**src/rtl/ens_pkg.sv**
```systemverilog
// shared constants, types and register codes for the edge non-maximum suppression block
package ens_pkg;

   // frame geometry limits
   localparam int MAX_WIDTH  = 1024;
   localparam int MAX_HEIGHT = 4096;
   localparam int COL_W      = $clog2(MAX_WIDTH);

   // field widths
   localparam int MAG_W    = 16;
   localparam int DIR_W    = 15;
   localparam int WIDTH_W  = 11;
   localparam int HEIGHT_W = 13;
   localparam int CSR_IDX_W  = 2;
   localparam int CSR_DATA_W = 16;

   // register codes
   localparam logic [CSR_IDX_W-1:0] CSR_THRESHOLD    = 2'd0;
   localparam logic [CSR_IDX_W-1:0] CSR_FRAME_WIDTH  = 2'd1;
   localparam logic [CSR_IDX_W-1:0] CSR_FRAME_HEIGHT = 2'd2;

   // register reset values
   localparam logic [WIDTH_W-1:0]  RESET_WIDTH  = 11'd640;
   localparam logic [HEIGHT_W-1:0] RESET_HEIGHT = 13'd480;

   // axis boundaries in Q2.13 radians: pi/8 and 3pi/8
   localparam logic signed [DIR_W-1:0] AXIS_LOW  = 15'sd3217;
   localparam logic signed [DIR_W-1:0] AXIS_HIGH = 15'sd9651;

   typedef struct packed {
      logic [MAG_W-1:0]    threshold;
      logic [WIDTH_W-1:0]  frame_width;
      logic [HEIGHT_W-1:0] frame_height;
   } cfg_type;

   // where the current input sits and what its result refers to
   typedef struct packed {
      logic             pad;
      logic [COL_W-1:0] col;
      logic             out_valid;
      logic             frame_last;
      logic             interior;
   } pos_type;

   // line buffer read data for one column
   typedef struct packed {
      logic [MAG_W-1:0] up2_mag;
      logic [MAG_W-1:0] up1_mag;
      logic [DIR_W-1:0] up1_dir;
   } line_rd_type;

endpackage

```
**src/rtl/ens_pos_ctrl.sv**
```systemverilog
// raster position counters and decode of the window center position
module ens_pos_ctrl (
   input  logic             clock,
   input  logic             reset,
   input  ens_pkg::cfg_type cfg,
   input  logic             accept,
   output ens_pkg::pos_type pos
);
   import ens_pkg::*;

   logic [COL_W-1:0]    col_ff, col_in;
   logic [HEIGHT_W-1:0] row_ff, row_in;
   logic [WIDTH_W-1:0]  w_eff;
   logic [HEIGHT_W-1:0] h_eff;
   logic signed [HEIGHT_W+1:0] ro;
   logic signed [HEIGHT_W+1:0] h_s;
   logic [WIDTH_W:0]    co;
   logic [WIDTH_W:0]    w_x;
   logic [WIDTH_W:0]    col_next;

   // clamp register values to the supported range
   always_comb begin
      if (cfg.frame_width == '0) begin
         w_eff = WIDTH_W'(1);
      end else if (cfg.frame_width > WIDTH_W'(MAX_WIDTH)) begin
         w_eff = WIDTH_W'(MAX_WIDTH);
      end else begin
         w_eff = cfg.frame_width;
      end
      if (cfg.frame_height == '0) begin
         h_eff = HEIGHT_W'(1);
      end else if ({1'b0, cfg.frame_height} > (HEIGHT_W+1)'(MAX_HEIGHT)) begin
         h_eff = HEIGHT_W'(MAX_HEIGHT);
      end else begin
         h_eff = cfg.frame_height;
      end
   end

   // window center trails the input by one row and one pixel
   always_comb begin
      h_s = signed'({2'b00, h_eff});
      w_x = {1'b0, w_eff};
      if (col_ff != '0) begin
         ro = signed'({2'b00, row_ff}) - (HEIGHT_W+2)'(1);
         co = {{(WIDTH_W+1-COL_W){1'b0}}, col_ff} - (WIDTH_W+1)'(1);
      end else begin
         ro = signed'({2'b00, row_ff}) - (HEIGHT_W+2)'(2);
         co = w_x - (WIDTH_W+1)'(1);
      end
      pos.pad        = row_ff >= h_eff;
      pos.col        = col_ff;
      pos.out_valid  = !ro[HEIGHT_W+1] && (ro < h_s) && (co < w_x);
      pos.frame_last = pos.out_valid && (ro == h_s - (HEIGHT_W+2)'(1))
                       && (co == w_x - (WIDTH_W+1)'(1));
      pos.interior   = pos.out_valid && (ro >= (HEIGHT_W+2)'(1))
                       && (ro + (HEIGHT_W+2)'(2) <= h_s)
                       && (co >= (WIDTH_W+1)'(1)) && (co + (WIDTH_W+1)'(2) <= w_x);
   end

   // advance through the frame plus its flush padding
   always_comb begin
      col_next = {{(WIDTH_W+1-COL_W){1'b0}}, col_ff} + (WIDTH_W+1)'(1);
      col_in   = col_ff;
      row_in   = row_ff;
      if (accept) begin
         if ({1'b0, row_ff} >= {1'b0, h_eff} + (HEIGHT_W+1)'(1)) begin
            col_in = '0;
            row_in = '0;
         end else if (col_next >= w_x) begin
            col_in = '0;
            row_in = row_ff + HEIGHT_W'(1);
         end else begin
            col_in = col_next[COL_W-1:0];
         end
      end
   end

   always_ff @(posedge clock) begin
      if (reset) begin
         col_ff <= '0;
         row_ff <= '0;
      end else begin
         col_ff <= col_in;
         row_ff <= row_in;
      end
   end

endmodule

```
**config.mk**
```make
export PLATFORM = sky130hd
export DESIGN_NAME = ens_pos_ctrl
export DESIGN_NICKNAME = d
export VERILOG_FILES = /design/src/rtl/ens_pkg.sv /design/src/rtl/ens_pos_ctrl.sv
export SDC_FILE = /design/constraint.sdc
export NUM_CORES = 1
export LEC_CHECK = 0
export BUFFER_PORTS_ARGS = -buffer_cell sky130_fd_sc_hd__buf_2
export CAP_MARGIN = 20
export CORE_UTILIZATION = 67
export DETAILED_ROUTE_END_ITERATION = 10
export PLACE_DENSITY = 0.89
export RECOVER_POWER = 50
export SLEW_MARGIN = 40
export SYNTH_ARGS = -nofsm -noshare
export SYNTH_HDL_FRONTEND = slang
export SYNTH_SLANG_ARGS = --single-unit
```
**constraint.sdc**
```tcl
create_clock -name clock -period 12.49 [get_ports clock]
set_input_delay 1.249 -clock clock [delete_from_list [all_inputs] [get_ports clock]]
set_output_delay 1.249 -clock clock [all_outputs]
set_load 0.03 [all_outputs]
```
==> qor.yml <==
cts.reportedPaths.clkPinSlew_ns: 0.08
r2r-start: "col_ff[0]"
start_util_pct: 69.49
drt-pass1-iter-count: 5
cp-start-kind: "input pin"
seq_area_um2: 460.4
grt-ovfl-total: 0
ant_nets: 0
worstSetupPathType: "input pin to primary output"
antenna_found_initial: 0
grt_pass1_vias: 5505
synth.top_cell.area_share_pct: 22.60
syn_nets: 862
synth_cell_types: 72
peakVddDrop_uv: 54.70
synth_cells: 722
die_area_um2: 8377
end_kind: "primary output"
initialDrtViolationCount: 409
wl_per_cell_um: 17.80
n_antenna_cell: 0
synth_compound_area_share_pct: 23.35
synth_edf_count: 0
grt_usage_pct: 36.03
die_w_um: 91.53
fin_nets: 880
path_cells: "buf_2 > nor4_1 > a31oi_1 > nor2_1 > inv_1 > ha_1 > nor4b_1 > nor3_1 > nor2_1 > nor2_1 > and3_1 > nand2_1 > xnor2_1 > ha_1 > a21o_1 > a2111oi_0 > a221o_1 > a31oi_1 > a311o_1 > nor4_1 > buf_2"
dpl.hpwl_um: 11960
critPathSlowestCell: "nor4_1"
leakage_nw: 2.420
crit_top_cell: "nor2_1"
drc: 0
grt_pass1_wl_um: 25150
synth.largest_area_cell: "ha_1"
ys_top_cells_by_area: "ha_1, dfxtp_1, xnor2_1, nand2_1, a21oi_1"
layout_common_cells: "ha_1, nand2_1, nor2_1, xnor2_1, a21oi_1"
reg2reg_depth: 13
cts_tree: "yes"
ctsResizeCount: 0
met3_length_um: 973
gp_congestion: 1.005
rsz0062_at_grt: "false"
fp.coreArea_um2: 7727
arrival_ns: 6.62
crit_fanout: 8
fin_hold_ws_ns: 0.5859
finalSetupTns_ns: 0
synth_xor_area_share_pct: 11.56
slew_headroom_pct: 3.559
hold_depth: 2
max_stage_delay_ns: 0.71
seq_area_frac_synth_pct: 8.574
routed_wirelength_um: 14970
fin_crit_sh_pct: 63.00
vias: 5731
netlist_area_um2: 5370
vias_per_cell: 6.815
synth-adder-area-share_pct: 22.60
insertion_delay_ns: 0.26
dieHeight_um: 91.53
syn_to_final_growth_pct: 4.590
synthArstFlopShare_pct: 0
grt_start_max_net_pins: 19
critPathLaunch: "cfg[20]"
synth_mux_area_share_pct: 0.9553
final_max_slew_viol_count: 0
worstPathRequired_ns: 11.24
rows: 32
maxCapViolCount: 0
min_from: "col_ff[9]"
tightest_slew_ns: 1.438
power_density_nw_per_um2: 60.98
ys_ff_latch: 23
clockRootBuffer: "clkbuf_8"
multi_input_area_um2: 4643
hp-class: "flop to flop"
post-cts-setup-buffer-count: 0
yosys_warnings: 0
layout-drive-gt1-share_pct: 6.766
routed.top_layer: "met4"
cts_buffers: 3
clock_path_buffers: 2
clock_skew_ns: 0.003132
ys.flop_type: "dfxtp_1"
status: "completed"
synth_top_family_by_area: "simple AND/OR/NAND/NOR gates"
synthSimpleGateAreaFrac_pct: 28.12
setup_violations: 0
final_common_cell: "ha_1"
hold_violations: 0
n_fill_cell: 626
clock_sink_count: 23
ctsHoldBuffers: 0
met1_length_um: 6061
syn_avg_cell_area_um2: 7.438
io_buffers: 40
max_freq_mhz: 127.1
ioPinCount: 57
period_minus_slack_ns: 7.869
h-tree-depth: 1
route.met2.wl_um: 7290
==> state kept, by name (all words and copies together), names as in the netlist <==
| register | cells |
|---|---|
| row_ff | 13 |
| col_ff | 10 |
==> area by class of cell <==
type                       count  area share [%]
clock buffer                   4          0.8020
tap                          102           2.272
sequential                    23           8.198
multi-input combinational    633           82.67
timing repair buffer          42           3.587
inverter                      37           2.473
==> final timing paths <==
path	to	slack, ns
setup / recovery	pos[0]	4.62
hold / removal	col_ff[9]	0.59
setup reg to reg	col_ff[7]	8.10
hold reg to reg	col_ff[9]	0.59
==> Yosys cell counts, drive strengths merged (8+ instances only) <==
| master | count |
|---|---|
| nand4 | 15 |
| a31oi | 20 |
| clkbuf | 23 |
| a211oi | 8 |
| nor4 | 13 |
| nand3 | 24 |
| or3 | 15 |
| nand2b | 10 |
| a21oi | 41 |
| xnor2 | 48 |
| ha | 97 |
| nand2 | 60 |
| dfxtp | 23 |
| xor2 | 19 |
| a21o | 10 |
| or4 | 13 |
| inv | 34 |
| and3 | 11 |
| nor2 | 46 |
| nor2b | 12 |
| o21ai | 35 |
| o21a | 15 |
| nor3 | 26 |
==> worst max-delay path, delay by kind of cell <==
family                   cells  cell delay [ns]
XOR/XNOR                     1             0.13
AND/OR/NAND/NOR              9             2.54
adder cells (fa/ha/maj)      2             0.61
buffers and inverters        3             0.45
AO/OA/AOI/OAI                6             1.66
==> per-stage QoR <==
step	worst slack, ns	utilization, %	instances	area [um^2]	power (mW)
global placement	4.858	72.33	835	5589	0.2800
floorplan	5.077	-	722	5370	0.2399
detailed placement	4.745	72.62	837	5612	0.2922
finish	4.621	72.68	841	5617	0.3425
CTS	4.730	73.20	841	5657	0.3392
global route	4.227	72.68	841	5617	0.3708
==> kinds of logic after synthesis <==
group / Yosys count
mux: 5
compound gates: 187
fa+ha+maj: 97
flops: 23
buf+inv: 66
xor+xnor: 67
simple gates: 277
==> report_power, final <==
part	switching, mW	total, mW	internal [mW]	leakage (nW)
Combinational	0.130	0.221	0.0910	2.21
Sequential	0.00184	0.0757	0.0739	0.186
Clock	0.0230	0.0458	0.0228	0.0228
Total	0.155	0.342	0.188	2.42
==> routing by layer <==
layer | vias to the layer above | global-route usage (%)
met3 | 64 | 3.936
met5 | - | 0
li1 | 2743 | -
met2 | 298 | 64.35
met1 | 2626 | 42.55
met4 | 0 | 17.33
Power figures use the tool's default switching activity.
