### src/rtl/ens_pkg.sv
// shared constants, types and register codes for the edge non-maximum suppression block
package ens_pkg;

   // frame geometry limits
   localparam int MAX_WIDTH  = 1024;
   localparam int MAX_HEIGHT = 4096;
   localparam int COL_W      = $clog2(MAX_WIDTH);

   // field widths
   localparam int MAG_W    = 16;
   localparam int DIR_W    = 15;
   localparam int WIDTH_W  = 11;
   localparam int HEIGHT_W = 13;
   localparam int CSR_IDX_W  = 2;
   localparam int CSR_DATA_W = 16;

   // register codes
   localparam logic [CSR_IDX_W-1:0] CSR_THRESHOLD    = 2'd0;
   localparam logic [CSR_IDX_W-1:0] CSR_FRAME_WIDTH  = 2'd1;
   localparam logic [CSR_IDX_W-1:0] CSR_FRAME_HEIGHT = 2'd2;

   // register reset values
   localparam logic [WIDTH_W-1:0]  RESET_WIDTH  = 11'd640;
   localparam logic [HEIGHT_W-1:0] RESET_HEIGHT = 13'd480;

   // axis boundaries in Q2.13 radians: pi/8 and 3pi/8
   localparam logic signed [DIR_W-1:0] AXIS_LOW  = 15'sd3217;
   localparam logic signed [DIR_W-1:0] AXIS_HIGH = 15'sd9651;

   typedef struct packed {
      logic [MAG_W-1:0]    threshold;
      logic [WIDTH_W-1:0]  frame_width;
      logic [HEIGHT_W-1:0] frame_height;
   } cfg_type;

   // where the current input sits and what its result refers to
   typedef struct packed {
      logic             pad;
      logic [COL_W-1:0] col;
      logic             out_valid;
      logic             frame_last;
      logic             interior;
   } pos_type;

   // line buffer read data for one column
   typedef struct packed {
      logic [MAG_W-1:0] up2_mag;
      logic [MAG_W-1:0] up1_mag;
      logic [DIR_W-1:0] up1_dir;
   } line_rd_type;

endpackage

### src/rtl/ens_rsp_if.sv
// suppressed pixel result channel
interface ens_rsp_if;
   import ens_pkg::*;

   logic             valid;
   logic             ready;
   logic             out_valid;
   logic [MAG_W-1:0] suppressed_value;
   logic             frame_last;

   modport source(output valid, output out_valid, output suppressed_value, output frame_last,
                  input ready);
   modport sink(input valid, input out_valid, input suppressed_value, input frame_last,
                output ready);
endinterface

### src/rtl/ens_nms_core.sv
// 3x3 window, axis choice, suppression compare and result register with handshake
module ens_nms_core (
   input  logic                      clock,
   input  logic                      reset,
   input  logic                      req_valid,
   output logic                      req_ready,
   ens_rsp_if.source                 rsp_chan,
   input  ens_pkg::pos_type          pos,
   input  logic [ens_pkg::MAG_W-1:0] in_mag,
   input  ens_pkg::line_rd_type      lb,
   input  logic [ens_pkg::MAG_W-1:0] threshold,
   output logic                      accept,
   output logic                      step
);
   import ens_pkg::*;

   logic                    s1_valid_ff, s1_valid_in;
   logic [MAG_W-1:0]        s1_mag_ff;
   pos_type                 s1_pos_ff;
   logic [MAG_W-1:0]        win_ff [6];
   logic [MAG_W-1:0]        win_in [6];
   logic signed [DIR_W-1:0] cdir_ff, cdir_in;
   logic                    rsp_valid_ff, rsp_valid_in;
   logic                    out_valid_ff;
   logic [MAG_W-1:0]        value_ff, value_in;
   logic                    last_ff;
   logic                    out_en;
   logic [MAG_W-1:0]        m, nb_a, nb_b;
   logic signed [DIR_W-1:0] t;

   // handshake: the result register frees the window stage, which frees the input
   assign out_en    = !rsp_valid_ff || rsp_chan.ready;
   assign step      = s1_valid_ff && out_en;
   assign req_ready = !s1_valid_ff || out_en;
   assign accept    = req_valid && req_ready;

   always_comb begin
      s1_valid_in = s1_valid_ff;
      if (accept) begin
         s1_valid_in = 1'b1;
      end else if (step) begin
         s1_valid_in = 1'b0;
      end
      rsp_valid_in = rsp_valid_ff;
      if (step) begin
         rsp_valid_in = 1'b1;
      end else if (rsp_chan.ready) begin
         rsp_valid_in = 1'b0;
      end
   end

   // pick the neighbor pair along the quantized gradient axis
   always_comb begin
      t = cdir_ff;
      m = win_ff[4];
      if (t <= AXIS_LOW && t >= -AXIS_LOW) begin
         nb_a = lb.up1_mag;
         nb_b = win_ff[1];
      end else if (t > AXIS_LOW && t < AXIS_HIGH) begin
         nb_a = lb.up2_mag;
         nb_b = win_ff[2];
      end else if (t < -AXIS_LOW && t > -AXIS_HIGH) begin
         nb_a = s1_mag_ff;
         nb_b = win_ff[0];
      end else begin
         nb_a = win_ff[3];
         nb_b = win_ff[5];
      end
      value_in = '0;
      if (s1_pos_ff.interior && m >= threshold && m > nb_a && m > nb_b) begin
         value_in = m;
      end
   end

   // shift the window by one column
   always_comb begin
      for (int i = 0; i < 6; i++) begin
         win_in[i] = win_ff[i];
      end
      cdir_in = cdir_ff;
      if (step) begin
         for (int i = 0; i < 3; i++) begin
            win_in[i] = win_ff[3+i];
         end
         win_in[3] = lb.up2_mag;
         win_in[4] = lb.up1_mag;
         win_in[5] = s1_mag_ff;
         cdir_in   = signed'(lb.up1_dir);
      end
   end

   // control and window state
   always_ff @(posedge clock) begin
      if (reset) begin
         s1_valid_ff  <= 1'b0;
         rsp_valid_ff <= 1'b0;
         cdir_ff      <= '0;
         for (int i = 0; i < 6; i++) begin
            win_ff[i] <= '0;
         end
      end else begin
         s1_valid_ff  <= s1_valid_in;
         rsp_valid_ff <= rsp_valid_in;
         cdir_ff      <= cdir_in;
         for (int i = 0; i < 6; i++) begin
            win_ff[i] <= win_in[i];
         end
      end
   end

   // payload registers
   always_ff @(posedge clock) begin
      if (accept) begin
         s1_mag_ff <= in_mag;
         s1_pos_ff <= pos;
      end
      if (step) begin
         out_valid_ff <= s1_pos_ff.out_valid;
         value_ff     <= value_in;
         last_ff      <= s1_pos_ff.frame_last;
      end
   end

   assign rsp_chan.valid            = rsp_valid_ff;
   assign rsp_chan.out_valid        = out_valid_ff;
   assign rsp_chan.suppressed_value = value_ff;
   assign rsp_chan.frame_last       = last_ff;

endmodule

### src/flat_wrapper.sv
// flat-port wrapper written by rule: the top's interface ports become plain ports
module ens_nms_core_flat import ens_pkg::*;
  (clock, reset, req_valid, req_ready, pos, in_mag, lb, threshold, accept, step, rsp_chan_valid, rsp_chan_out_valid, rsp_chan_suppressed_value, rsp_chan_frame_last, rsp_chan_ready);
  ens_rsp_if rsp_chan_i ();
  input  logic clock;
  input  logic reset;
  input  logic req_valid;
  output logic req_ready;
  input  ens_pkg::pos_type pos;
  input  logic [ens_pkg::MAG_W-1:0] in_mag;
  input  ens_pkg::line_rd_type lb;
  input  logic [ens_pkg::MAG_W-1:0] threshold;
  output logic accept;
  output logic step;
  output wire logic [$bits(rsp_chan_i.valid)-1:0] rsp_chan_valid;
  output wire logic [$bits(rsp_chan_i.out_valid)-1:0] rsp_chan_out_valid;
  output wire logic [$bits(rsp_chan_i.suppressed_value)-1:0] rsp_chan_suppressed_value;
  output wire logic [$bits(rsp_chan_i.frame_last)-1:0] rsp_chan_frame_last;
  input wire logic [$bits(rsp_chan_i.ready)-1:0] rsp_chan_ready;
  assign rsp_chan_valid = rsp_chan_i.valid;
  assign rsp_chan_out_valid = rsp_chan_i.out_valid;
  assign rsp_chan_suppressed_value = rsp_chan_i.suppressed_value;
  assign rsp_chan_frame_last = rsp_chan_i.frame_last;
  assign rsp_chan_i.ready = rsp_chan_ready;
  ens_nms_core u_core (.clock(clock), .reset(reset), .req_valid(req_valid), .req_ready(req_ready), .rsp_chan(rsp_chan_i), .pos(pos), .in_mag(in_mag), .lb(lb), .threshold(threshold), .accept(accept), .step(step));
endmodule
### config.mk
export PLATFORM = sky130hd
export DESIGN_NAME = ens_nms_core_flat
export DESIGN_NICKNAME = d
export VERILOG_FILES = /design/src/rtl/ens_pkg.sv /design/src/rtl/ens_rsp_if.sv /design/src/rtl/ens_nms_core.sv /design/src/flat_wrapper.sv
export SDC_FILE = /design/constraint.sdc
export NUM_CORES = 1
export LEC_CHECK = 0
export ABC_CLOCK_PERIOD_IN_PS = 4700
export BUFFER_PORTS_ARGS = -buffer_cell sky130_fd_sc_hd__buf_2
export CAP_MARGIN = 10
export CORE_ASPECT_RATIO = 0.9
export CORE_MARGIN = 3
export CORE_UTILIZATION = 36
export CTS_BUF_LIST = sky130_fd_sc_hd__clkbuf_8
export CTS_CLUSTER_SIZE = 16
export DETAILED_ROUTE_END_ITERATION = 16
export PLACE_DENSITY = 0.64
export SLEW_MARGIN = 10
export SYNTH_ARGS = -nofsm -noshare
export SYNTH_HDL_FRONTEND = slang
export SYNTH_SLANG_ARGS = --single-unit
### constraint.sdc
create_clock -name clock -period 4.7 [get_ports clock]
set_input_delay 0.47 -clock clock [delete_from_list [all_inputs] [get_ports clock]]
set_output_delay 0.47 -clock clock [all_outputs]
set_load 0.005 [all_outputs]
==> impl_metrics.env, run 1 <==
export IMPL_outcome="finished clean"
export IMPL_clock_path_buffers=2
export IMPL_dpl_cell_area_sq_mm=0.00804
export IMPL_num_nets_final=1081
export IMPL_power_total_w=0.00272
export IMPL_design_die_area_sq_mm=0.0220
export IMPL_power_per_cell_area_mw_per_mm2=324
export IMPL_worst_r2r_endpoint="u_core.rsp_chan.suppressed_value[8]"
export IMPL_cp_data_arrival_time_ns=4.52
export IMPL_cp_end_kind="flip-flop"
export IMPL_hpwl_mm=12.8
export IMPL_floorplan_die_height_um=141
export IMPL_drc=0
export IMPL_final_layout_size_suffix_gt1_share_pct=17.3
export IMPL_syn_cell_area_sq_mm=0.00729
export IMPL_cp_startpoint="u_core.cdir_ff[10]"
export IMPL_wire_length_of_the_first_global_routing_pass_mm=29.8
export IMPL_synth_lib_cells_used_distinct=43
export IMPL_rsz_0062_raised_after_global_routing="false"
export IMPL_worst_r2r_startpoint="u_core.cdir_ff[10]"
export IMPL_synth_area_top_cells="sky130_fd_sc_hd__dfxtp_1 31%, sky130_fd_sc_hd__edfxtp_1 15%, sky130_fd_sc_hd__nand2_1 12%"
export IMPL_first_global_vias=5678
export IMPL_timing_final_hold_violations=0
export IMPL_insertedDiodeCount=0
export IMPL_ctsHtreeMaxLevel=4
export IMPL_routed_via_count=6176
export IMPL_growth_of_design_area_from_synthesis_to_finish_pct=15.4
export IMPL_tightestPinTransition_ns=1.16
export IMPL_synth_register_bits=150
export IMPL_vdd_drop_max_mv=0.133
export IMPL_final_setup_worst_slack_ns=0.338
export IMPL_die_width_um=156
export IMPL_timing_final_crit_period_ns=4.36
export IMPL_clk_latency_ns=0.46
export IMPL_fin_tns_setup_ns=0
export IMPL_synth_warning_count=0
export IMPL_post_cts_buffers=0
export IMPL_timing_slew_headroom_pct=22.4
export IMPL_dr_pass1_iters=5
export IMPL_syn_area_per_cell_sq_um=8.56
export IMPL_synth_largest_area_cell="sky130_fd_sc_hd__dfxtp_1"
export IMPL_antenna_left=0
export IMPL_kind_of_start_point_of_the_critical_path="flip-flop"
export IMPL_critical_path_peak_fanout=19
export IMPL_timing_max_transition_violations_final=0
export IMPL_async_reset_ff_share_pct=0
export IMPL_largest_net_degree_at_the_start_of_global_routing=112
export IMPL_synth_edf_count=37
export IMPL_synth_top_cells_by_count="237 x sky130_fd_sc_hd__nand2_1, 132 x sky130_fd_sc_hd__a21oi_1, 113 x sky130_fd_sc_hd__dfxtp_1"
export IMPL_finalCritPeriodShare_pct=92.8
export IMPL_start_util_pct=37.3
export IMPL_cts_hold_fix_buffers=0
export IMPL_routed_wire_length_per_instance_um=15.4
export IMPL_tritoncts="built"
export IMPL_clk_pin_slew_worst_paths_ns=0.09
export IMPL_grt_usage_pct=17.0
export IMPL_worstPathRequired_ns=4.85
export IMPL_post_place_cells=1167
export IMPL_finalSetupViolCount=0
export IMPL_routed_via_density=5.15
export IMPL_synth_ff_type="sky130_fd_sc_hd__dfxtp_1"
export IMPL_r2r_slack_ns=0.34
export IMPL_finish_instance_area_sq_mm=0.00841
export IMPL_clock_sinks=150
export IMPL_placement_rows=48
export IMPL_first_iter_violations=452
export IMPL_area_share_of_the_leading_cell_type_in_the_synthesized_netlist_pct=31.0
export IMPL_synth_sequential_area_ratio_pct=46.3
export IMPL_place_congestion=0.794
export IMPL_type_of_the_worst_min_delay_path="primary input to flip-flop"
export IMPL_power_leakage_nw=3.37
export IMPL_total_core_area_sq_mm=0.0195
export IMPL_synth_most_common_cell="sky130_fd_sc_hd__nand2_1"
export IMPL_criticalPathCategory="flip-flop to flip-flop"
export IMPL_finClkSkew_ns=0.0124
export IMPL_setup_worst_path_end="u_core.rsp_chan.suppressed_value[8]"
export IMPL_cap_viol_max_count=0
export IMPL_cts_made_buffers=17
export IMPL_antenna_found_initial=0
export IMPL_fmaxAchievable_mhz=229
export IMPL_ioPinCount=119
export IMPL_gr_total_overflow=0
export IMPL_postSynthNetCount=996
export IMPL_wirelength_mm=18.5
export IMPL_worstRegToRegCells=12
export IMPL_cts_resized=0
export IMPL_dpl_worst_slack_ns=0.358
export IMPL_syn_inst=851
export IMPL_placement_io_buffers=107
export IMPL_root_buffer_selected_by_cts="sky130_fd_sc_hd__clkbuf_8"
export IMPL_stdcell_count=1199
per-stage QoR:
step           util [%]  hold slack (ns)
2_1_floorplan         -            0.400
3_3_place_gp       41.2            0.415
3_5_place_dp       41.2            0.405
4_1_cts            43.1            0.153
5_1_grt            43.1            0.146
6_report           43.1            0.181
layer usage:
| layer | track usage [%] | vias to the layer above | part of all wire, % |
|---|---|---|---|
| li1 | - | 3162 | - |
| met3 | 3.78 | 16 | 4.8 |
| met1 | 25.4 | 2856 | 51 |
| met5 | 0 | - | 0 |
| met4 | 4.32 | 0 | 0.98 |
| met2 | 24.9 | 142 | 43 |
sequential cells by signal (all words and copies together), names as in the netlist:
register                          count
u_core.s1_pos_ff                      3
u_core.rsp_chan.suppressed_value     16
u_core.s1_mag_ff                     16
u_core.rsp_chan.out_valid             1
u_core.rsp_chan.frame_last            1
u_core.s1_valid_ff                    1
u_core.cdir_ff                       15
u_core.win_ff                        96
u_core.rsp_chan.valid                 1
cells in the final DEF (no fill, tap or decap), types with 19 or more instances in the layout:
cell type,synthesis,layout
sky130_fd_sc_hd__nand2_1,237,237
sky130_fd_sc_hd__a221oi_1,30,30
sky130_fd_sc_hd__inv_1,20,19
sky130_fd_sc_hd__ha_1,48,48
sky130_fd_sc_hd__nor2_1,42,41
sky130_fd_sc_hd__dfxtp_1,113,113
sky130_fd_sc_hd__mux2i_1,32,32
sky130_fd_sc_hd__nand3_1,21,21
sky130_fd_sc_hd__buf_2,0,106
sky130_fd_sc_hd__edfxtp_1,37,37
sky130_fd_sc_hd__nor3_1,19,19
sky130_fd_sc_hd__a21oi_1,132,132
kinds of logic (layout without fill, tap and decap cells):
| kind of cell | after synthesis | in the layout | synth area share (%) |
|---|---|---|---|
| buffers and inverters | 77 | 175 | 4.79 |
| DFF | 150 | 150 | 46.3 |
| AOI/OAI and AO/OA | 205 | 205 | 17.3 |
| adders and majority gates | 48 | 48 | 8.24 |
| muxes | 32 | 32 | 4.40 |
| and+or+nand+nor | 339 | 339 | 19.0 |
layout make-up:
cell class | instances | area [sq um]
Timing Repair Buffer | 123 | 696
Multi-Input combinational cell | 624 | 3580
Tap cell | 250 | 313
Sequential cell | 150 | 3370
Fill cell | 1984 | 11100
Clock inverter | 15 | 133
Clock buffer | 17 | 234
Inverter | 20 | 77.6
worst min-delay path by stage:
stage | depth (start not counted) | slack (ns) | from | to
2_1_floorplan | 0 | 0.40 | u_core.s1_pos_ff[1] | u_core.rsp_chan.frame_last
3_3_place_gp | 0 | 0.41 | u_core.s1_pos_ff[2] | u_core.rsp_chan.out_valid
3_5_place_dp | 0 | 0.41 | u_core.s1_pos_ff[1] | u_core.rsp_chan.frame_last
4_1_cts | 1 | 0.15 | in_mag[5] | u_core.s1_mag_ff[5]
5_1_grt | 1 | 0.15 | in_mag[5] | u_core.s1_mag_ff[5]
6_report | 1 | 0.18 | in_mag[5] | u_core.s1_mag_ff[5]
critical path: stages, from the launching register on:
cell                       delay (ns)
sky130_fd_sc_hd__dfxtp_1         0.36
sky130_fd_sc_hd__nand3b_1        0.21
sky130_fd_sc_hd__or4_4           0.51
sky130_fd_sc_hd__o221ai_4        0.28
sky130_fd_sc_hd__buf_12          0.23
sky130_fd_sc_hd__mux2i_1         0.20
sky130_fd_sc_hd__nor2_1          0.06
sky130_fd_sc_hd__a221oi_1        0.32
sky130_fd_sc_hd__ha_1            0.32
sky130_fd_sc_hd__a21o_1          0.19
sky130_fd_sc_hd__a221o_1         0.35
sky130_fd_sc_hd__o21ai_1         0.88
sky130_fd_sc_hd__nor3_1          0.14
where the power goes:
| part | switching [W] | total [W] | internal, W |
|---|---|---|---|
| Sequential | 0.0000485 | 0.00142 | 0.00137 |
| Combinational | 0.000229 | 0.000370 | 0.000141 |
| Clock | 0.000514 | 0.000931 | 0.000417 |
No activity file was read; power rests on OpenSTA's default activity.
==> run 2, diff against run 1 <==
==> constraint.sdc (replaced) <==
create_clock -name clock -period 4.7 [get_ports clock]
set_input_delay 0.47 -clock clock [delete_from_list [all_inputs] [get_ports clock]]
set_output_delay 0.47 -clock clock [all_outputs]
set_load 0.1 [all_outputs]
==> impl_metrics.env, run 2 (synthesis results as in run 1) <==
export IMPL_timing_final_hold_violations=0
export IMPL_cts_made_buffers=17
export IMPL_insertedDiodeCount=0
export IMPL_rsz_0062_raised_after_global_routing="false"
export IMPL_timing_slew_headroom_pct=16.5
export IMPL_total_core_area_sq_mm=0.0195
export IMPL_critical_path_peak_fanout=18
export IMPL_cpPeakStageDelay_ns=0.93
export IMPL_finClkSkew_ns=0.0140
export IMPL_placement_rows=48
export IMPL_flop_pwr_share_pct=49.0
export IMPL_place_congestion=0.766
export IMPL_tightestPinTransition_ns=1.25
export IMPL_growth_of_design_area_from_synthesis_to_finish_pct=15.8
export IMPL_cp_end_kind="flip-flop"
export IMPL_finalSetupViolCount=0
export IMPL_clock_path_buffers=2
export IMPL_outcome="finished clean"
export IMPL_finish_instance_area_sq_mm=0.00843
export IMPL_first_iter_violations=510
export IMPL_area_sequential_sq_mm=0.00337
export IMPL_multi_input_comb_area_sq_mm=0.00359
export IMPL_gr_total_overflow=0
export IMPL_vdd_drop_max_mv=0.159
export IMPL_kind_of_start_point_of_the_critical_path="flip-flop"
export IMPL_fin_worst_hold_slack_ns=0.188
export IMPL_swShare_pct=28.5
export IMPL_finalCritPeriodShare_pct=88.5
export IMPL_timing_max_transition_violations_final=0
export IMPL_worstPathRequired_ns=4.97
export IMPL_routed_via_density=5.21
export IMPL_start_util_pct=37.3
export IMPL_dpl_worst_slack_ns=0.341
export IMPL_first_global_vias=5782
export IMPL_ioPinCount=119
export IMPL_crit_family="compound AO/OA/AOI/OAI gates"
export IMPL_hpwl_mm=12.8
export IMPL_largest_reg_flops=96
export IMPL_antenna_found_initial=0
export IMPL_floorplan_die_height_um=141
export IMPL_crit_path_cell_chain="nand3b_1 > or4_4 > o221ai_4 > buf_12 > mux2i_1 > nor2_1 > a221oi_1 > ha_1 > nand3_1 > nor4_1 > a21boi_1 > nand3_1 > nor3_1"
export IMPL_routed_via_count=6229
export IMPL_num_nets_final=1077
export IMPL_cp_data_arrival_time_ns=4.43
export IMPL_placement_io_buffers=107
export IMPL_top_register="u_core.win_ff"
export IMPL_wirelength_mm=18.9
export IMPL_worstPathBufferInverterCount=1
export IMPL_slowest_stage="sky130_fd_sc_hd__a21boi_1"
export IMPL_antenna_left=0
export IMPL_tritoncts="built"
export IMPL_criticalPathCategory="flip-flop to flip-flop"
export IMPL_combPwrFrac_pct=14.8
export IMPL_grt_usage_pct=17.4
export IMPL_most_used_cells_in_the_layout_excluding_fill_and_tap_cells="237 x sky130_fd_sc_hd__nand2_1, 132 x sky130_fd_sc_hd__a21oi_1, 113 x sky130_fd_sc_hd__dfxtp_1"
export IMPL_wire_length_of_the_first_global_routing_pass_mm=30.5
export IMPL_die_width_um=156
export IMPL_power_leakage_nw=3.41
export IMPL_clk_pin_slew_worst_paths_ns=0.08
export IMPL_routed_wire_length_per_instance_um=15.8
export IMPL_final_layout_size_suffix_gt1_share_pct=16.5
export IMPL_layout_cells_most_common="sky130_fd_sc_hd__nand2_1"
export IMPL_design_die_area_sq_mm=0.0220
export IMPL_final_setup_worst_slack_ns=0.540
export IMPL_clk_latency_ns=0.46
export IMPL_cap_viol_max_count=0
export IMPL_dpl_cell_area_sq_mm=0.00803
export IMPL_type_of_the_worst_min_delay_path="primary input to flip-flop"
export IMPL_clock_sinks=150
export IMPL_fmaxAchievable_mhz=240
export IMPL_cell_int_power_w=0.00207
export IMPL_clock_power_share_pct=36.3
export IMPL_ctsHtreeMaxLevel=4
export IMPL_netSwitchingPower_w=0.000827
export IMPL_timing_final_crit_period_ns=4.16
export IMPL_root_buffer_selected_by_cts="sky130_fd_sc_hd__clkbuf_8"
export IMPL_dr_pass1_iters=4
export IMPL_drc=0
export IMPL_power_per_cell_area_mw_per_mm2=344
export IMPL_final_util_pct=43.2
export IMPL_largest_net_degree_at_the_start_of_global_routing=93
export IMPL_fin_tns_setup_ns=0
export IMPL_layout_filler_cells=1948
export IMPL_critical_path_most_common_cell="sky130_fd_sc_hd__nand3_1"
[run 2: changes by cell type in the layout (fill, tap and decap cells not counted)]
cell / change
sky130_fd_sc_hd__inv_6: -1
sky130_fd_sc_hd__o21ai_2: +1
sky130_fd_sc_hd__buf_4: -5
sky130_fd_sc_hd__clkinv_1: +2
sky130_fd_sc_hd__bufinv_16: +3
sky130_fd_sc_hd__clkinv_4: -4
sky130_fd_sc_hd__o21ai_1: -1
sky130_fd_sc_hd__buf_12: +1
sky130_fd_sc_hd__clkinvlp_4: -5
sky130_fd_sc_hd__inv_1: +3
sky130_fd_sc_hd__clkinv_2: +2
[run 2: repair_timing]
| item | CTS | global route |
|---|---|---|
| resized for setup | 0 | 1 |
| hold buffers | 0 | 0 |
| hold endpoints to repair | 0 | 0 |
| buffers inserted | 0 | 0 |
| endpoints found under the setup margin | 0 | 11 |
[run 2: area by class of cell]
class | count | share of cell area, %
sequential | 150 | 40.0
multi-input combinational | 624 | 42.5
tap | 250 | 3.71
inverter | 20 | 0.920
timing repair buffer | 119 | 8.04
clock buffer | 17 | 2.77
clock inverter | 15 | 2.02
[run 2: stage by stage]
stage	total power, W	cells
after floorplan	0.00173	851
after CTS	0.00293	1195
after detailed placement	0.00188	1163
after global routing	0.00304	1195
after global placement	0.00187	1163
final	0.00290	1195
[run 2: power groups by stage]
| stage | logic (W) | registers (W) | clock network, W |
|---|---|---|---|
| after global placement | 0.000425 | 0.00145 | 0 |
| after CTS | 0.000430 | 0.00142 | 0.00108 |
| final | 0.000428 | 0.00142 | 0.00105 |
| after detailed placement | 0.000429 | 0.00145 | 0 |
| after global routing | 0.000478 | 0.00143 | 0.00114 |
| after floorplan | 0.000250 | 0.00148 | 0 |
[run 2: layer usage]
layer,vias to the layer above,share of wire [%],GRT usage (%)
met4,0,1.2,5.72
met1,2892,50,25.4
li1,3156,-,-
met5,-,0,0
met3,16,5.4,4.02
met2,165,43,25.3
[run 2: path summary, 6_finish.rpt]
| kind | cells past startpoint | from | slack, ns | end |
|---|---|---|---|---|
| max | 13 | u_core.cdir_ff[10] | 0.54 | u_core.rsp_chan.suppressed_value[1] |
| min | 1 | in_mag[14] | 0.19 | u_core.s1_mag_ff[14] |
| max reg2reg | 13 | u_core.cdir_ff[10] | 0.54 | u_core.rsp_chan.suppressed_value[1] |
| min reg2reg | 0 | u_core.s1_pos_ff[2] | 0.43 | u_core.rsp_chan.out_valid |
==> run 3, diff against run 2 <==
- ABC_CLOCK_PERIOD_IN_PS: 4700 -> 4200
- clock period: 4.7 -> 4.2 ns (I/O delays scaled with it)
==> impl_metrics.env, run 3 (synthesis results as in run 1) <==
export IMPL_layout_filler_cells=1941
export IMPL_first_iter_violations=687
export IMPL_cap_viol_max_count=0
export IMPL_final_util_pct=43.4
export IMPL_routed_via_count=6251
export IMPL_place_congestion=0.802
export IMPL_timing_final_hold_violations=0
export IMPL_wirelength_mm=18.9
export IMPL_critical_path_peak_fanout=21
export IMPL_crit_family="simple AND/OR/NAND/NOR gates"
export IMPL_routed_via_density=5.20
export IMPL_fmaxAchievable_mhz=260
export IMPL_drc=0
export IMPL_finClkSkew_ns=0.0101
export IMPL_hpwl_mm=12.7
export IMPL_worstPathRequired_ns=4.49
export IMPL_power_leakage_nw=3.41
export IMPL_clk_pin_slew_worst_paths_ns=0.09
export IMPL_root_buffer_selected_by_cts="sky130_fd_sc_hd__clkbuf_8"
export IMPL_finalCritPeriodShare_pct=91.7
export IMPL_total_core_area_sq_mm=0.0195
export IMPL_timing_final_crit_period_ns=3.85
export IMPL_vdd_drop_max_mv=0.176
export IMPL_largest_reg_flops=96
export IMPL_finish_instance_area_sq_mm=0.00848
export IMPL_design_die_area_sq_mm=0.0220
export IMPL_clock_path_buffers=2
export IMPL_post_place_cells=1168
export IMPL_die_width_um=156
export IMPL_crit_path_cell_chain="nand3b_1 > or4_4 > o221ai_4 > buf_12 > buf_4 > mux2i_1 > nor2_1 > a221oi_1 > ha_1 > nand3_1 > nor4_2 > a221o_1 > o21ai_1 > buf_4 > nor3_1"
export IMPL_dr_pass1_iters=6
export IMPL_cp_data_arrival_time_ns=4.14
export IMPL_final_layout_size_suffix_gt1_share_pct=17.7
export IMPL_clk_latency_ns=0.46
export IMPL_grt_usage_pct=17.5
export IMPL_slowest_stage="sky130_fd_sc_hd__or4_4"
export IMPL_placement_rows=48
export IMPL_critical_path_most_common_cell="sky130_fd_sc_hd__buf_4"
export IMPL_growth_of_design_area_from_synthesis_to_finish_pct=16.4
export IMPL_cts_made_buffers=17
export IMPL_routed_wire_length_per_instance_um=15.7
export IMPL_clock_sinks=150
export IMPL_first_global_vias=5705
export IMPL_gr_total_overflow=0
export IMPL_stdcell_count=1201
export IMPL_r2r_slack_ns=0.35
export IMPL_floorplan_die_height_um=141
export IMPL_ctsHtreeMaxLevel=4
export IMPL_antenna_found_initial=1
export IMPL_finalSetupViolCount=0
export IMPL_criticalPathCategory="flip-flop to flip-flop"
export IMPL_placement_io_buffers=107
export IMPL_outcome="finished clean"
export IMPL_tightestPinTransition_ns=1.16
export IMPL_most_used_cells_in_the_layout_excluding_fill_and_tap_cells="237 x sky130_fd_sc_hd__nand2_1, 132 x sky130_fd_sc_hd__a21oi_1, 113 x sky130_fd_sc_hd__dfxtp_1"
export IMPL_wire_length_of_the_first_global_routing_pass_mm=30.5
export IMPL_layout_cells_most_common="sky130_fd_sc_hd__nand2_1"
export IMPL_start_util_pct=37.3
export IMPL_ioPinCount=119
export IMPL_dpl_cell_area_sq_mm=0.00806
export IMPL_cpPeakStageDelay_ns=0.52
export IMPL_rsz_0062_raised_after_global_routing="false"
export IMPL_num_nets_final=1082
export IMPL_kind_of_start_point_of_the_critical_path="flip-flop"
export IMPL_tritoncts="built"
export IMPL_timing_max_transition_violations_final=0
export IMPL_largest_net_degree_at_the_start_of_global_routing=112
export IMPL_worstPathBufferInverterCount=3
export IMPL_fin_tns_setup_ns=0
export IMPL_cp_end_kind="flip-flop"
export IMPL_timing_slew_headroom_pct=22.5
export IMPL_type_of_the_worst_min_delay_path="primary input to flip-flop"
export IMPL_antenna_left=0
export IMPL_power_per_cell_area_mw_per_mm2=378
export IMPL_top_register="u_core.win_ff"
==> run 3: changes by cell type in the layout (fill, tap and decap cells not counted), moves of 2 or more <==
cell	before	now
sky130_fd_sc_hd__clkinv_1	3	0
sky130_fd_sc_hd__bufinv_16	4	2
sky130_fd_sc_hd__buf_4	9	14
sky130_fd_sc_hd__clkinv_2	4	2
sky130_fd_sc_hd__clkinvlp_4	1	3
sky130_fd_sc_hd__inv_6	0	2
sky130_fd_sc_hd__inv_1	22	19
sky130_fd_sc_hd__clkinv_4	0	4
==> run 3: metal layers <==
metal  share of wire (%)  GRT usage (%)  wire length (um)
met5                   0              0                 0
met4                 1.3           5.81               248
met3                 5.0           3.31               952
met2                  43           24.7              8070
met1                  51           26.6              9580
==> run 3: metrics by stage <==
stage	setup WS [ns]	total power, W	hold WS (ns)
global route	0.0975	0.00337	0.0926
floorplan	0.522	0.00194	0.400
global placement	0.00236	0.00210	0.407
finish	0.348	0.00320	0.125
detailed placement	-0.0234	0.00210	0.422
CTS	0.188	0.00324	0.0919
==> run 3: worst register-to-register path, stage by stage (launching register included) <==
cell and delay [ns]:
sky130_fd_sc_hd__dfxtp_1 0.41, sky130_fd_sc_hd__nand3b_1 0.16, sky130_fd_sc_hd__or4_4 0.52, sky130_fd_sc_hd__o221ai_4 0.20, sky130_fd_sc_hd__buf_12 0.23, sky130_fd_sc_hd__buf_4 0.21, sky130_fd_sc_hd__mux2i_1 0.21, sky130_fd_sc_hd__nor2_1 0.05
sky130_fd_sc_hd__a221oi_1 0.24, sky130_fd_sc_hd__ha_1 0.17, sky130_fd_sc_hd__nand3_1 0.11, sky130_fd_sc_hd__nor4_2 0.47, sky130_fd_sc_hd__a221o_1 0.22, sky130_fd_sc_hd__o21ai_1 0.05, sky130_fd_sc_hd__buf_4 0.21, sky130_fd_sc_hd__nor3_1 0.21
==> run 3: cell type report <==
type | count | area (sq um) | area share [%]
diodes | 1 | 2.50 | 0.0295
flip-flops and latches | 150 | 3370 | 39.8
well taps | 250 | 313 | 3.69
inverters | 20 | 77.6 | 0.915
clock inverters | 14 | 151 | 1.79
clock buffers | 18 | 248 | 2.92
repair buffers | 124 | 716 | 8.44
multi-input cells | 624 | 3600 | 42.4
==> run 3: worst paths after layout <==
check                      startpoint                                   end  depth (start not counted)
setup / recovery    u_core.cdir_ff[6]  u_core.rsp_chan.suppressed_value[10]                         15
hold / removal              in_mag[7]                   u_core.s1_mag_ff[7]                          1
setup reg to reg    u_core.cdir_ff[6]  u_core.rsp_chan.suppressed_value[10]                         15
hold reg to reg   u_core.s1_pos_ff[1]            u_core.rsp_chan.frame_last                          0
==> run 3: repair_timing <==
action | CTS | global route
setup buffers | 0 | 0
pin swaps | 0 | 0
hold buffers | 0 | 0
gates resized for setup | 1 | 2
endpoints found under the setup margin | 6 | 12
gates cloned | 0 | 0
==> run 3: power breakdown <==
part / leakage (nW) / switching, W / internal (W)
clock: 0.196 / 0.000581 / 0.000548
sequential: 1.27 / 0.0000514 / 0.00153
combinational: 1.94 / 0.000330 / 0.000158
total: 3.41 / 0.000963 / 0.00224
